<file path="src/hdl/multicart_outer_bank_mapper_macros.svh">
// ----------------------------------------------------------------------------
// Assertion macros for the multicart outer bank mapper
// Concurrent check macros; they compile to nothing when ASSERT_OFF is set.
// ----------------------------------------------------------------------------
`ifndef MULTICART_OUTER_BANK_MAPPER_MACROS_SVH
`define MULTICART_OUTER_BANK_MAPPER_MACROS_SVH

`ifndef ASSERT_OFF
// same-cycle implication
`define MOBM_ASSERT_IMP(label, clk, rst_n, ante, cons) \
  label: assert property (@(posedge clk) disable iff (!rst_n) (ante) |-> (cons)) \
    else $error("same-cycle check failed");
// next-cycle implication
`define MOBM_ASSERT_NXT(label, clk, rst_n, ante, cons) \
  label: assert property (@(posedge clk) disable iff (!rst_n) (ante) |=> (cons)) \
    else $error("next-cycle check failed");
`else
`define MOBM_ASSERT_IMP(label, clk, rst_n, ante, cons)
`define MOBM_ASSERT_NXT(label, clk, rst_n, ante, cons)
`endif

`endif

</file>
<file path="src/hdl/mobm_pkg.sv">
// ----------------------------------------------------------------------------
// Multicart outer bank mapper package
// Request and result types, request codes and register bit positions.
// ----------------------------------------------------------------------------
package mobm_pkg;

  // request codes
  typedef enum logic [1:0] {
    REQ_CPU_WRITE = 2'd0,
    REQ_PRG_XLATE = 2'd1,
    REQ_CHR_XLATE = 2'd2,
    REQ_RESERVED  = 2'd3
  } req_kind_t;

  // mirroring codes
  typedef enum logic [1:0] {
    MIRROR_VERTICAL    = 2'd0,
    MIRROR_HORIZONTAL  = 2'd1,
    MIRROR_FOUR_SCREEN = 2'd2
  } mirror_t;

  // outer register bit positions
  localparam int unsigned LockBit       = 6;  // register 3
  localparam int unsigned FourScreenBit = 6;  // register 2
  localparam int unsigned ChrRomBit     = 5;  // register 2

  // outer register reset values
  localparam logic [7:0] Reg0Reset = 8'h00;
  localparam logic [7:0] Reg1Reset = 8'h00;
  localparam logic [7:0] Reg2Reset = 8'h0F;
  localparam logic [7:0] Reg3Reset = 8'h00;

  typedef struct packed {
    logic [1:0]  req_type;
    logic [15:0] access_address;
    logic [7:0]  data_value;
    logic        wram_writable;
    logic        inner_mirroring;
  } req_t;

  typedef struct packed {
    logic [11:0] bank_number;
    logic        bank_is_chr_ram;
    logic [1:0]  mirroring_mode;
    logic        forward_to_inner;
    logic        outer_reg_written;
  } res_t;

endpackage

</file>
<file path="src/hdl/mobm_ifs.sv">
// ----------------------------------------------------------------------------
// Multicart outer bank mapper channel interfaces
// Valid/ready channels for requests, results and the configuration write.
// ----------------------------------------------------------------------------

// request channel
interface mobm_in_if;
  logic        valid;
  logic        ready;
  logic [1:0]  req_type;
  logic [15:0] access_address;
  logic [7:0]  data_value;
  logic        wram_writable;
  logic        inner_mirroring;

  modport source (
    output valid, req_type, access_address, data_value, wram_writable, inner_mirroring,
    input  ready
  );
  modport sink (
    input  valid, req_type, access_address, data_value, wram_writable, inner_mirroring,
    output ready
  );
endinterface

// result channel
interface mobm_out_if;
  logic        valid;
  logic        ready;
  logic [11:0] bank_number;
  logic        bank_is_chr_ram;
  logic [1:0]  mirroring_mode;
  logic        forward_to_inner;
  logic        outer_reg_written;

  modport source (
    output valid, bank_number, bank_is_chr_ram, mirroring_mode, forward_to_inner,
    output outer_reg_written,
    input  ready
  );
  modport sink (
    input  valid, bank_number, bank_is_chr_ram, mirroring_mode, forward_to_inner,
    input  outer_reg_written,
    output ready
  );
endinterface

// configuration write channel
interface mobm_cfg_if;
  logic valid;
  logic ready;
  logic chr_ram_present;

  modport source (
    output valid, chr_ram_present,
    input  ready
  );
  modport sink (
    input  valid, chr_ram_present,
    output ready
  );
endinterface

</file>
<file path="src/hdl/mobm_core.sv">
// ----------------------------------------------------------------------------
// Multicart outer bank mapper core
// Outer registers, round-robin write pointer and bank translation logic.
// ----------------------------------------------------------------------------
`include "multicart_outer_bank_mapper_macros.svh"

module mobm_core (
  input  logic           clk,
  input  logic           rst_n,
  input  logic           accept,
  input  mobm_pkg::req_t req,
  input  logic           chr_ram_present,
  output mobm_pkg::res_t res
);

  logic [7:0] regs_r [4];
  logic [1:0] wp_r;

  logic       in_window;
  logic       high_write;
  logic       do_write;
  logic [7:0] reg2_after;
  logic [9:0] prg_base;
  logic [5:0] prg_mask;
  logic [9:0] prg_bank;
  logic [11:0] chr_base;
  logic [3:0] chr_shift;
  logic [7:0] chr_mask;
  logic [11:0] chr_bank;
  logic       chr_use_ram;

  // cpu write decode
  assign in_window  = (req.access_address[15:13] == 3'b011);
  assign high_write = req.access_address[15];
  assign do_write   = (mobm_pkg::req_kind_t'(req.req_type) == mobm_pkg::REQ_CPU_WRITE)
                      && in_window && !regs_r[3][mobm_pkg::LockBit] && req.wram_writable;

  // register 2 as seen after this request
  assign reg2_after = (do_write && (wp_r == 2'd2)) ? req.data_value : regs_r[2];

  // prg merge
  assign prg_base = {regs_r[2][7:6], regs_r[1]};
  assign prg_mask = ~regs_r[3][5:0];
  assign prg_bank = (prg_base & ~{4'b0000, prg_mask}) | {4'b0000, req.data_value[5:0] & prg_mask};

  // chr merge
  assign chr_base    = {regs_r[2][7:4], regs_r[0]};
  assign chr_shift   = ~regs_r[2][3:0];
  assign chr_mask    = 8'hFF >> chr_shift;
  assign chr_bank    = (chr_base & ~{4'h0, chr_mask}) | {4'h0, req.data_value & chr_mask};
  assign chr_use_ram = !regs_r[2][mobm_pkg::ChrRomBit] && chr_ram_present;

  // result decode
  always_comb begin
    res = '0;
    if (reg2_after[mobm_pkg::FourScreenBit]) begin
      res.mirroring_mode = mobm_pkg::MIRROR_FOUR_SCREEN;
    end else if (req.inner_mirroring) begin
      res.mirroring_mode = mobm_pkg::MIRROR_HORIZONTAL;
    end else begin
      res.mirroring_mode = mobm_pkg::MIRROR_VERTICAL;
    end
    unique case (mobm_pkg::req_kind_t'(req.req_type))
      mobm_pkg::REQ_CPU_WRITE: begin
        res.outer_reg_written = do_write;
        res.forward_to_inner  = high_write;
      end
      mobm_pkg::REQ_PRG_XLATE: begin
        res.bank_number = {2'b00, prg_bank};
      end
      mobm_pkg::REQ_CHR_XLATE: begin
        if (chr_use_ram) begin
          res.bank_is_chr_ram = 1'b1;
          res.bank_number     = {9'd0, req.access_address[12:10]};
        end else begin
          res.bank_number = chr_bank;
        end
      end
      default: begin
      end
    endcase
  end

  // outer registers and pointer
  always_ff @(posedge clk) begin
    if (!rst_n) begin
      regs_r[0] <= mobm_pkg::Reg0Reset;
      regs_r[1] <= mobm_pkg::Reg1Reset;
      regs_r[2] <= mobm_pkg::Reg2Reset;
      regs_r[3] <= mobm_pkg::Reg3Reset;
      wp_r      <= 2'd0;
    end else if (accept && do_write) begin
      regs_r[wp_r] <= req.data_value;
      wp_r         <= wp_r + 2'd1;
    end
  end

  // checks
  `MOBM_ASSERT_NXT(a_ptr_step, clk, rst_n, accept && res.outer_reg_written, wp_r == $past(wp_r) + 2'd1)
  `MOBM_ASSERT_NXT(a_ptr_hold, clk, rst_n, !(accept && res.outer_reg_written), $stable(wp_r))
  `MOBM_ASSERT_IMP(a_lock_blocks, clk, rst_n, regs_r[3][mobm_pkg::LockBit], !res.outer_reg_written)

endmodule

</file>
<file path="src/hdl/mobm_skid.sv">
// ----------------------------------------------------------------------------
// Multicart outer bank mapper result buffer
// Two-entry output stage: result register plus skid register.
// ----------------------------------------------------------------------------
`include "multicart_outer_bank_mapper_macros.svh"

module mobm_skid (
  input  logic           clk,
  input  logic           rst_n,
  input  logic           in_valid,
  output logic           in_ready,
  input  mobm_pkg::res_t in_data,
  output logic           out_valid,
  input  logic           out_ready,
  output mobm_pkg::res_t out_data
);

  mobm_pkg::res_t main_r, main_nxt;
  mobm_pkg::res_t skid_r, skid_nxt;
  logic           main_v_r, main_v_nxt;
  logic           skid_v_r, skid_v_nxt;
  logic           push;
  logic           pop;

  assign in_ready  = !skid_v_r;
  assign push      = in_valid && in_ready;
  assign pop       = main_v_r && out_ready;
  assign out_valid = main_v_r;
  assign out_data  = main_r;

  // next buffer state
  always_comb begin
    main_nxt   = main_r;
    main_v_nxt = main_v_r;
    skid_nxt   = skid_r;
    skid_v_nxt = skid_v_r;
    if (!main_v_r) begin
      main_nxt   = in_data;
      main_v_nxt = push;
    end else if (pop) begin
      if (skid_v_r) begin
        main_nxt   = skid_r;
        skid_v_nxt = 1'b0;
      end else begin
        main_nxt   = in_data;
        main_v_nxt = push;
      end
    end else if (push) begin
      skid_nxt   = in_data;
      skid_v_nxt = 1'b1;
    end
  end

  // control flags
  always_ff @(posedge clk) begin
    if (!rst_n) begin
      main_v_r <= 1'b0;
      skid_v_r <= 1'b0;
    end else begin
      main_v_r <= main_v_nxt;
      skid_v_r <= skid_v_nxt;
    end
  end

  // payload
  always_ff @(posedge clk) begin
    main_r <= main_nxt;
    skid_r <= skid_nxt;
  end

  // checks
  `MOBM_ASSERT_IMP(a_skid_behind_main, clk, rst_n, skid_v_r, main_v_r)
  `MOBM_ASSERT_NXT(a_skid_holds, clk, rst_n, skid_v_r && !out_ready, skid_v_r && main_v_r)
  `MOBM_ASSERT_NXT(a_skid_drains, clk, rst_n, skid_v_r && out_ready, main_v_r && !skid_v_r)

endmodule

</file>
<file path="src/hdl/multicart_outer_bank_mapper.sv">
// ----------------------------------------------------------------------------
// Multicart outer bank mapper
// Outer bank registers and PRG/CHR bank merge for an MMC3-based multicart.
// ----------------------------------------------------------------------------
// channel   dir   payload
// in_ch     in    req_type, access_address, data_value, wram_writable,
//                 inner_mirroring
// out_ch    out   bank_number, bank_is_chr_ram, mirroring_mode,
//                 forward_to_inner, outer_reg_written
// cfg_ch    in    chr_ram_present (always ready)
//
// one request per cycle while in_ch is ready; its result is valid the cycle
// after the transfer in the result register behind the merge logic, unless
// out_ch stalls; a two-entry output buffer takes one more transfer during an
// out stall; in_ch drops ready while the second entry is full
// synchronous active-low reset: outer regs 0,0,0x0F,0, pointer 0, buffer empty
// ----------------------------------------------------------------------------
module multicart_outer_bank_mapper (
  input  logic       clk,
  input  logic       rst_n,
  mobm_in_if.sink    in_ch,
  mobm_out_if.source out_ch,
  mobm_cfg_if.sink   cfg_ch
);

  logic           chr_ram_present_r;
  logic           in_ready;
  logic           accept;
  mobm_pkg::req_t req;
  mobm_pkg::res_t res;
  mobm_pkg::res_t out_data;

  // configuration register
  assign cfg_ch.ready = 1'b1;
  always_ff @(posedge clk) begin
    if (!rst_n) begin
      chr_ram_present_r <= 1'b0;
    end else if (cfg_ch.valid) begin
      chr_ram_present_r <= cfg_ch.chr_ram_present;
    end
  end

  // request transfer
  assign in_ch.ready = in_ready;
  assign accept      = in_ch.valid && in_ready;
  assign req.req_type        = in_ch.req_type;
  assign req.access_address  = in_ch.access_address;
  assign req.data_value      = in_ch.data_value;
  assign req.wram_writable   = in_ch.wram_writable;
  assign req.inner_mirroring = in_ch.inner_mirroring;

  mobm_core u_core (
    .clk             (clk),
    .rst_n           (rst_n),
    .accept          (accept),
    .req             (req),
    .chr_ram_present (chr_ram_present_r),
    .res             (res)
  );

  mobm_skid u_skid (
    .clk       (clk),
    .rst_n     (rst_n),
    .in_valid  (in_ch.valid),
    .in_ready  (in_ready),
    .in_data   (res),
    .out_valid (out_ch.valid),
    .out_ready (out_ch.ready),
    .out_data  (out_data)
  );

  // result fields
  assign out_ch.bank_number       = out_data.bank_number;
  assign out_ch.bank_is_chr_ram   = out_data.bank_is_chr_ram;
  assign out_ch.mirroring_mode    = out_data.mirroring_mode;
  assign out_ch.forward_to_inner  = out_data.forward_to_inner;
  assign out_ch.outer_reg_written = out_data.outer_reg_written;

endmodule
</file>
<file path="src/flat_wrapper.sv">
// flat-port wrapper written by rule: the top's interface ports become plain ports
module multicart_outer_bank_mapper_flat 
  (clk, rst_n, in_ch_valid, in_ch_req_type, in_ch_access_address, in_ch_data_value, in_ch_wram_writable, in_ch_inner_mirroring, in_ch_ready, out_ch_valid, out_ch_bank_number, out_ch_bank_is_chr_ram, out_ch_mirroring_mode, out_ch_forward_to_inner, out_ch_outer_reg_written, out_ch_ready, cfg_ch_valid, cfg_ch_chr_ram_present, cfg_ch_ready);
  mobm_in_if in_ch_i ();
  mobm_out_if out_ch_i ();
  mobm_cfg_if cfg_ch_i ();
  input  logic clk;
  input  logic rst_n;
  input wire logic [$bits(in_ch_i.valid)-1:0] in_ch_valid;
  input wire logic [$bits(in_ch_i.req_type)-1:0] in_ch_req_type;
  input wire logic [$bits(in_ch_i.access_address)-1:0] in_ch_access_address;
  input wire logic [$bits(in_ch_i.data_value)-1:0] in_ch_data_value;
  input wire logic [$bits(in_ch_i.wram_writable)-1:0] in_ch_wram_writable;
  input wire logic [$bits(in_ch_i.inner_mirroring)-1:0] in_ch_inner_mirroring;
  output wire logic [$bits(in_ch_i.ready)-1:0] in_ch_ready;
  output wire logic [$bits(out_ch_i.valid)-1:0] out_ch_valid;
  output wire logic [$bits(out_ch_i.bank_number)-1:0] out_ch_bank_number;
  output wire logic [$bits(out_ch_i.bank_is_chr_ram)-1:0] out_ch_bank_is_chr_ram;
  output wire logic [$bits(out_ch_i.mirroring_mode)-1:0] out_ch_mirroring_mode;
  output wire logic [$bits(out_ch_i.forward_to_inner)-1:0] out_ch_forward_to_inner;
  output wire logic [$bits(out_ch_i.outer_reg_written)-1:0] out_ch_outer_reg_written;
  input wire logic [$bits(out_ch_i.ready)-1:0] out_ch_ready;
  input wire logic [$bits(cfg_ch_i.valid)-1:0] cfg_ch_valid;
  input wire logic [$bits(cfg_ch_i.chr_ram_present)-1:0] cfg_ch_chr_ram_present;
  output wire logic [$bits(cfg_ch_i.ready)-1:0] cfg_ch_ready;
  assign in_ch_i.valid = in_ch_valid;
  assign in_ch_i.req_type = in_ch_req_type;
  assign in_ch_i.access_address = in_ch_access_address;
  assign in_ch_i.data_value = in_ch_data_value;
  assign in_ch_i.wram_writable = in_ch_wram_writable;
  assign in_ch_i.inner_mirroring = in_ch_inner_mirroring;
  assign in_ch_ready = in_ch_i.ready;
  assign out_ch_valid = out_ch_i.valid;
  assign out_ch_bank_number = out_ch_i.bank_number;
  assign out_ch_bank_is_chr_ram = out_ch_i.bank_is_chr_ram;
  assign out_ch_mirroring_mode = out_ch_i.mirroring_mode;
  assign out_ch_forward_to_inner = out_ch_i.forward_to_inner;
  assign out_ch_outer_reg_written = out_ch_i.outer_reg_written;
  assign out_ch_i.ready = out_ch_ready;
  assign cfg_ch_i.valid = cfg_ch_valid;
  assign cfg_ch_i.chr_ram_present = cfg_ch_chr_ram_present;
  assign cfg_ch_ready = cfg_ch_i.ready;
  multicart_outer_bank_mapper u_core (.clk(clk), .rst_n(rst_n), .in_ch(in_ch_i), .out_ch(out_ch_i), .cfg_ch(cfg_ch_i));
endmodule
</file>
<file path="config.mk">
export PLATFORM = sky130hd
export DESIGN_NAME = multicart_outer_bank_mapper_flat
export DESIGN_NICKNAME = d
export VERILOG_FILES = /design/src/hdl/mobm_pkg.sv /design/src/hdl/mobm_ifs.sv /design/src/hdl/mobm_core.sv /design/src/hdl/mobm_skid.sv /design/src/hdl/multicart_outer_bank_mapper.sv /design/src/flat_wrapper.sv
export VERILOG_INCLUDE_DIRS = /design/src /design/src/hdl
export SDC_FILE = /design/constraint.sdc
export NUM_CORES = 1
export LEC_CHECK = 0
export ABC_AREA = 0
export BUFFER_PORTS_ARGS = -buffer_cell sky130_fd_sc_hd__buf_2
export CELL_PAD_IN_SITES_DETAIL_PLACEMENT = 0
export CELL_PAD_IN_SITES_GLOBAL_PLACEMENT = 2
export CORE_MARGIN = 4
export CORE_UTILIZATION = 41
export CTS_CLUSTER_DIAMETER = 50
export DETAILED_ROUTE_END_ITERATION = 8
export PLACE_DENSITY_LB_ADDON = 0.25
export RECOVER_POWER = 25
export SETUP_SLACK_MARGIN = 0.15
export SKIP_LAST_GASP = 1
export SLEW_MARGIN = 20
export SYNTH_ARGS = -nofsm -noshare
export SYNTH_HDL_FRONTEND = slang
export SYNTH_SLANG_ARGS = --single-unit
</file>
<file path="constraint.sdc">
create_clock -name clk -period 5.48 [get_ports clk]
set_input_delay 0.548 -clock clk [delete_from_list [all_inputs] [get_ports clk]]
set_output_delay 0.548 -clock clk [all_outputs]
set_load 0.01 [all_outputs]
</file>
==> results of run 1 <==
path summary, 6_finish.rpt:
check / start / slack (ns) / to
setup / recovery: u_core.u_core.regs_r[3][6]$_DFFE_PP_ / 3.22 / u_core.u_core.regs_r[1][5]$_SDFFCE_PN0P_
setup reg to reg: u_core.u_core.regs_r[3][6]$_DFFE_PP_ / 3.22 / u_core.u_core.regs_r[1][5]$_SDFFCE_PN0P_
hold / removal: out_ch_ready / 0.41 / u_core.u_skid.skid_v_r$_SDFFE_PN0P_
hold reg to reg: u_core.u_skid.skid_r[4]$_DFFE_PP_ / 0.52 / u_core.u_skid.out_data[4]$_DFFE_PP_
logic make-up (layout without fill, tap and decap cells):
family	after synthesis	in the layout	share of synthesized area [%]
AND/OR/NAND/NOR	91	91	17.5
buffers and inverters	19	68	2.63
adder cells (fa/ha/maj)	4	4	1.55
multiplexers	20	20	6.53
AO/OA/AOI/OAI	37	37	7.96
flip-flops	70	70	63.4
other	1	1	0.116
XOR/XNOR	1	1	0.271
registers in the layout (all words and copies together), names as in the netlist:
register / flops
u_core.u_core.wp_r: 2
u_core.u_skid.out_valid: 1
u_core.u_core.regs_r: 31
u_core.chr_ram_present_r: 1
u_core.u_skid.skid_r: 17
u_core.u_skid.out_data: 17
u_core.u_skid.skid_v_r: 1
cell usage after synthesis (all sizes together) (2+ instances only):
cell / number
edfxtp: 65
o21a: 5
a22o: 3
buf: 5
a21boi: 3
nor4: 2
nor2b: 2
dfxtp: 5
o21ai: 8
nand4: 3
a22oi: 2
nand2: 18
a31o: 2
clkbuf: 5
mux2i: 11
and3: 12
nor2: 7
nand2b: 9
mux2: 9
and2: 29
o22ai: 2
a21oi: 3
nand3: 4
inv: 9
o31a: 2
a211oi: 2
ha: 4
cell type report:
class	instances	share of cell area (%)
Multi-Input combinational cell	154	29.8
Clock inverter	7	1.76
Inverter	9	0.914
Tap cell	102	3.45
Clock buffer	9	3.35
Sequential cell	70	55.5
Timing Repair Buffer	43	5.25
per-layer routing:
| metal | global-route usage, % | share of wire, % |
|---|---|---|
| met5 | 0 | 0 |
| met4 | 4.54 | 1.2 |
| met3 | 4.04 | 4.0 |
| met2 | 22.5 | 48 |
| met1 | 16.9 | 47 |
metrics by stage:
step	hold WS [ns]	instances	cell area [µm²]	power (W)
finish	0.409	394	3700	0.00110
floorplan	0.477	243	3240	0.000677
global placement	0.492	378	3530	0.000713
CTS	0.393	394	3720	0.00111
detailed placement	0.506	378	3530	0.000715
global route	0.388	394	3700	0.00114
power groups by stage:
stage	Clock (W)	Combinational [W]	Sequential [W]
finish	0.000399	0.0000823	0.000615
detailed placement	0	0.0000873	0.000628
CTS	0.000407	0.0000876	0.000615
floorplan	0	0.0000459	0.000631
global route	0.000431	0.0000918	0.000619
global placement	0	0.0000868	0.000626
placed cells by master (no fill, tap or decap), types with 4 or more instances in the layout:
master and instances:
and2_1 26, buf_2 23, o21a_1 5, ha_1 4, clkbuf_1 19, nor2_1 7
and3_1 12, clkbuf_8 9, nand2_1 18, edfxtp_1 65, dfxtp_1 5, inv_1 9
mux2_2 9, mux2i_1 11, nand2b_1 9, o21ai_0 8
==> run_results.csv, run 1 <==
group,metric,value,unit
cells_and_area,multi_input_area,0.00110,mm²
clock_tree,root_buffer,"clkbuf_8",
worst_hold_path,hp-class,"in -> reg",
timing,slew_violations,0,
cells_and_area,area_growth_syn_to_layout,14.2,%
placement,dpl.hpwl,4.59,mm
cells_and_area,final_core_util,48.1,%
pwr,p_leak,1.40,nW
timing,final.min_clock_period,2.26,ns
setup_path,required,5.47,ns
pwr,swShare,23.1,%
cells_and_area,nFillCells,722,
yosys,netlist.area_leader.share,60.3,%
timing,setup_ws,3.22,ns
pwr,pwr-share-seq,56.1,%
floorplan,coreArea,0.00769,mm²
clock_tree,post_cts.repair.setup_buffers,0,
clock_tree,cts_htree_levels,3,
yosys,synth_edf_count,65,
cells_and_area,antennaDiodeCount,0,
setup_path,critical_path_buf_inv_count,0,
timing,finalSetupViolations,0,
clock_tree,cts-buffers-inserted,9,
route,avgRoutedWirePerCell,16.0,µm
timing,rsz0062_at_grt,"no",
setup_path,arrival,2.24,ns
placement,gp_congestion,0.712,
pwr,powerDensity,297,mW/mm²
route,drc_errors,0,
setup_path,end_kind,"register",
yosys,netlist_area,0.00324,mm²
clock_tree,cts_hold_buf,0,
global_routing,antenna_found_initial,0,
yosys,async_flop_share,0,%
yosys,synth_cell_types,41,
yosys,netlist_instances,243,
clock_tree,cts_tree,"done",
global_routing,grt_max_degree,19,
pwr,peakVddDrop,0.156,mV
timing,timing.fmax,443,MHz
floorplan,start_util,42.1,%
worst_hold_path,whs_path_depth,2,
global_routing,grt_pass1_wl,9.83,mm
setup_path,crit_cells,4,
pwr,power_frac_clock,36.4,%
floorplan,io_pins,54,
setup_path,crit_slowest_cell,"nor4_4",
timing,min_period_over_period,41.2,%
yosys,netlist.top_cell.by_area,"edfxtp_1",
setup_path,max_stage_delay,0.53,ns
cells_and_area,drive_gt1_share,18.2,%
floorplan,die_w,96.9,µm
route,ant_nets,0,
run_status,status,"completed",
route,drtIter0Drc,46,
timing,relSlewSlack,50.7,%
timing,worst_pin_slew,0.738,ns
yosys,yosys_most_used_dff,"edfxtp_1",
global_routing,overflow,0,
yosys,yosysWarnings,0,
clock_tree,cts_sinks,70,
yosys,syn_nets,281,
yosys,synth_area_leaders,"edfxtp_1 60%, and2_1 5.6%, mux2i_1 3.4%, mux2_2 3.1%, dfxtp_1 3.1%",
yosys,synth_seq_cells,70,
route,dr.pass1.iters,4,
clock_tree,cts.clk_slew.worst_paths,0.07,ns
route,dr_total_vias,1918,
clock_tree,cts.repair.resized,0,
clock_tree,clock_latency,0.33,ns
floorplan,dieArea,0.00938,mm²
setup_path,crit_family,"simple AND/OR/NAND/NOR gates",
timing,hold_viol,0,
placement,pre_cts_ws,2.91,ns
timing,setup_tns,0,ns
global_routing,grt_usage,13.5,%
clock_tree,cts_buffer_depth,2,
setup_path,path_cells,"and4bb_1 > nand3_4 > nor4_4 > nand2b_1",
pwr,p_int,0.000844,W
pwr,switchingPower,0.000253,W
pwr,combPwrFrac,7.5,%
yosys,synth_seq_area_share,63.4,%
setup_path,r2r_cells,4,
global_routing,grt_pass1_vias,1925,
route,avgViaCountPerCell,4.87,
setup_path,critPathKind,"reg -> reg",
setup_path,worst-path-max-fanout,9,
floorplan,die_h,96.9,µm
run,drv_cap,0,
timing,finClkSkew,0.00561,ns
route,wl,6.31,mm
floorplan,rows,32,
setup_path,startpoint_type,"register",
cells_and_area,regArea,0.00205,mm²
cells_and_area,final_nets,325,
yosys,syn-mean-instance-area,13.3,µm²
placement,port_buffers,42,
Power figures use the tool's default switching activity.
==> run 2: changes to the inputs <==
--- a/config.mk
+++ b/config.mk
@@ -11,7 +11,7 @@
 export CELL_PAD_IN_SITES_DETAIL_PLACEMENT = 0
 export CELL_PAD_IN_SITES_GLOBAL_PLACEMENT = 2
 export CORE_MARGIN = 4
-export CORE_UTILIZATION = 41
+export CORE_UTILIZATION = 38
 export CTS_CLUSTER_DIAMETER = 50
 export DETAILED_ROUTE_END_ITERATION = 8
 export PLACE_DENSITY_LB_ADDON = 0.25
==> constraint.sdc (replaced) <==
create_clock -name clk -period 2.3 [get_ports clk]
set_input_delay 0.23 -clock clk [delete_from_list [all_inputs] [get_ports clk]]
set_output_delay 0.23 -clock clk [all_outputs]
set_load 0.01 [all_outputs]
==> run 2 against run 1 <==
Net effect:
- maximum frequency increased by 23%
- critical path type unchanged
- die area increased by 7.2%
- critical endpoint is now u_core.u_core.regs_r[0][5]$_SDFFCE_PN0P_
- highest routed layer unchanged
- first-iteration DRC count unchanged
- critical path depth unchanged
- clock power increased by 150%
==> run_results.csv, run 2 (same netlist as run 1, synthesis figures left out) <==
group,metric,value,unit
run_status,status,"completed",
global_routing,grt_usage,13.1,%
setup_path,arrival,1.83,ns
route,drtIter0Drc,46,
timing,timing.fmax,543,MHz
timing,min_period_over_period,80.0,%
route,dr_total_vias,1977,
clock_tree,cts.repair.resized,0,
timing,final.min_clock_period,1.84,ns
global_routing,grt_pass1_vias,1935,
timing,relSlewSlack,33.4,%
clock_tree,cts-buffers-inserted,9,
global_routing,overflow,0,
cells_and_area,area_growth_syn_to_layout,16.7,%
worst_hold_path,whs_path_depth,2,
route,ant_nets,0,
cells_and_area,antennaDiodeCount,0,
cells_and_area,final_nets,334,
timing,rsz0062_at_grt,"no",
route,wl,6.27,mm
timing,worst_pin_slew,0.999,ns
route,avgRoutedWirePerCell,15.4,µm
run,drv_cap,0,
setup_path,critPathKind,"reg -> reg",
floorplan,rows,33,
global_routing,grt_max_degree,19,
global_routing,antenna_found_initial,0,
timing,finClkSkew,0.0112,ns
timing,slew_violations,0,
clock_tree,cts_htree_levels,3,
cells_and_area,mostFrequentLayoutCell,"edfxtp_1",
placement,gp_congestion,0.718,
cells_and_area,fin_cells,406,
floorplan,coreArea,0.00826,mm²
clock_tree,root_buffer,"clkbuf_8",
global_routing,grt_pass1_wl,10.0,mm
setup_path,end_kind,"register",
cells_and_area,largest-register,"u_core.u_core.regs_r",
pwr,powerDensity,701,mW/mm²
timing,setup_tns,0,ns
clock_tree,post_cts.repair.setup_buffers,0,
timing,setup_ws,0.460,ns
clock_tree,clock_latency,0.33,ns
placement,dp_cells,390,
worst_hold_path,hp-class,"in -> reg",
route,dr.pass1.iters,4,
clock_tree,cts_hold_buf,0,
cells_and_area,drive_gt1_share,21.9,%
pwr,p_leak,1.47,nW
pwr,peakVddDrop,0.411,mV
setup_path,r2r_cells,4,
setup_path,startpoint_type,"register",
cells_and_area,nFillCells,793,
placement,port_buffers,42,
clock_tree,cts.clk_slew.worst_paths,0.08,ns
timing,hold_viol,0,
route,avgViaCountPerCell,4.87,
placement,pre_cts_ws,0.460,ns
placement,dpl.hpwl,4.69,mm
floorplan,io_pins,54,
floorplan,die_w,100,µm
clock_tree,cts_sinks,70,
clock_tree,cts_tree,"done",
cells_and_area,largest_reg_flops,31,
setup_path,required,2.29,ns
route,drc_errors,0,
timing,whs,0.0949,ns
floorplan,die_h,100,µm
timing,finalSetupViolations,0,
clock_tree,cts_buffer_depth,2,
cells_and_area,final_cell_mix,"65 x edfxtp_1, 28 x and2_1, 25 x buf_2, 18 x nand2_1, 18 x clkbuf_1",
setup_path,worst-path-max-fanout,8,
floorplan,start_util,39.2,%
floorplan,dieArea,0.0101,mm²
[run 2: cell types whose count changed in the layout (fill, tap and decap cells not counted), moves of 2 or more]
cell	delta
and2_0	-2
buf_4	+8
clkinv_1	-2
buf_2	+2
clkinvlp_4	-2
clkinv_2	+2
and2_1	+2
[run 2: layout make-up]
class / instances / area (µm²) / share of cell area, %
clock buffers: 10 / 138 / 3.64
clock inverters: 6 / 61.3 / 1.62
inverters: 9 / 33.8 / 0.894
multi-input cells: 154 / 1100 / 29.2
flip-flops and latches: 70 / 2050 / 54.3
well taps: 105 / 131 / 3.48
repair buffers: 52 / 260 / 6.89
[run 2: per-layer routing]
metal / wire length [µm] / up-vias / track usage, %
li1: - / 1006 / -
met1: 3030 / 935 / 17.6
met2: 2950 / 29 / 20.6
met3: 230 / 7 / 2.71
met4: 65 / 0 / 5.28
met5: 0 / - / 0
[run 2: worst paths after layout]
| check | start | end | slack (ns) |
|---|---|---|---|
| worst min-delay path | out_ch_ready | u_core.u_skid.skid_v_r$_SDFFE_PN0P_ | 0.09 |
| worst max-delay path | u_core.u_core.regs_r[3][6]$_DFFE_PP_ | u_core.u_core.regs_r[0][5]$_SDFFCE_PN0P_ | 0.46 |
| worst max register to register | u_core.u_core.regs_r[3][6]$_DFFE_PP_ | u_core.u_core.regs_r[0][5]$_SDFFCE_PN0P_ | 0.46 |
| worst min register to register | u_core.u_skid.skid_r[4]$_DFFE_PP_ | u_core.u_skid.out_data[4]$_DFFE_PP_ | 0.51 |
[run 2: through the flow]
stage | utilization, % | area (µm²) | total power [W]
floorplan | - | 3240 | 0.00161
global placement | 43.7 | 3600 | 0.00171
detailed placement | 43.7 | 3600 | 0.00171
CTS | 46.1 | 3800 | 0.00268
global route | 45.8 | 3780 | 0.00275
finish | 45.8 | 3780 | 0.00265
[run 2: critical path, cell delays in order, from the launching register on]
cell,delay [ns]
edfxtp_1,0.35
and4bb_1,0.36
nand3_4,0.15
nor4_4,0.26
nand2b_1,0.37
[run 2: power breakdown]
part / internal (W) / switching, W / leakage (nW) / total, W
sequential: 0.00144 / 0.0000176 / 0.700 / 0.00146
clock: 0.000526 / 0.000454 / 0.102 / 0.000980
combinational: 0.0000797 / 0.000127 / 0.668 / 0.000207
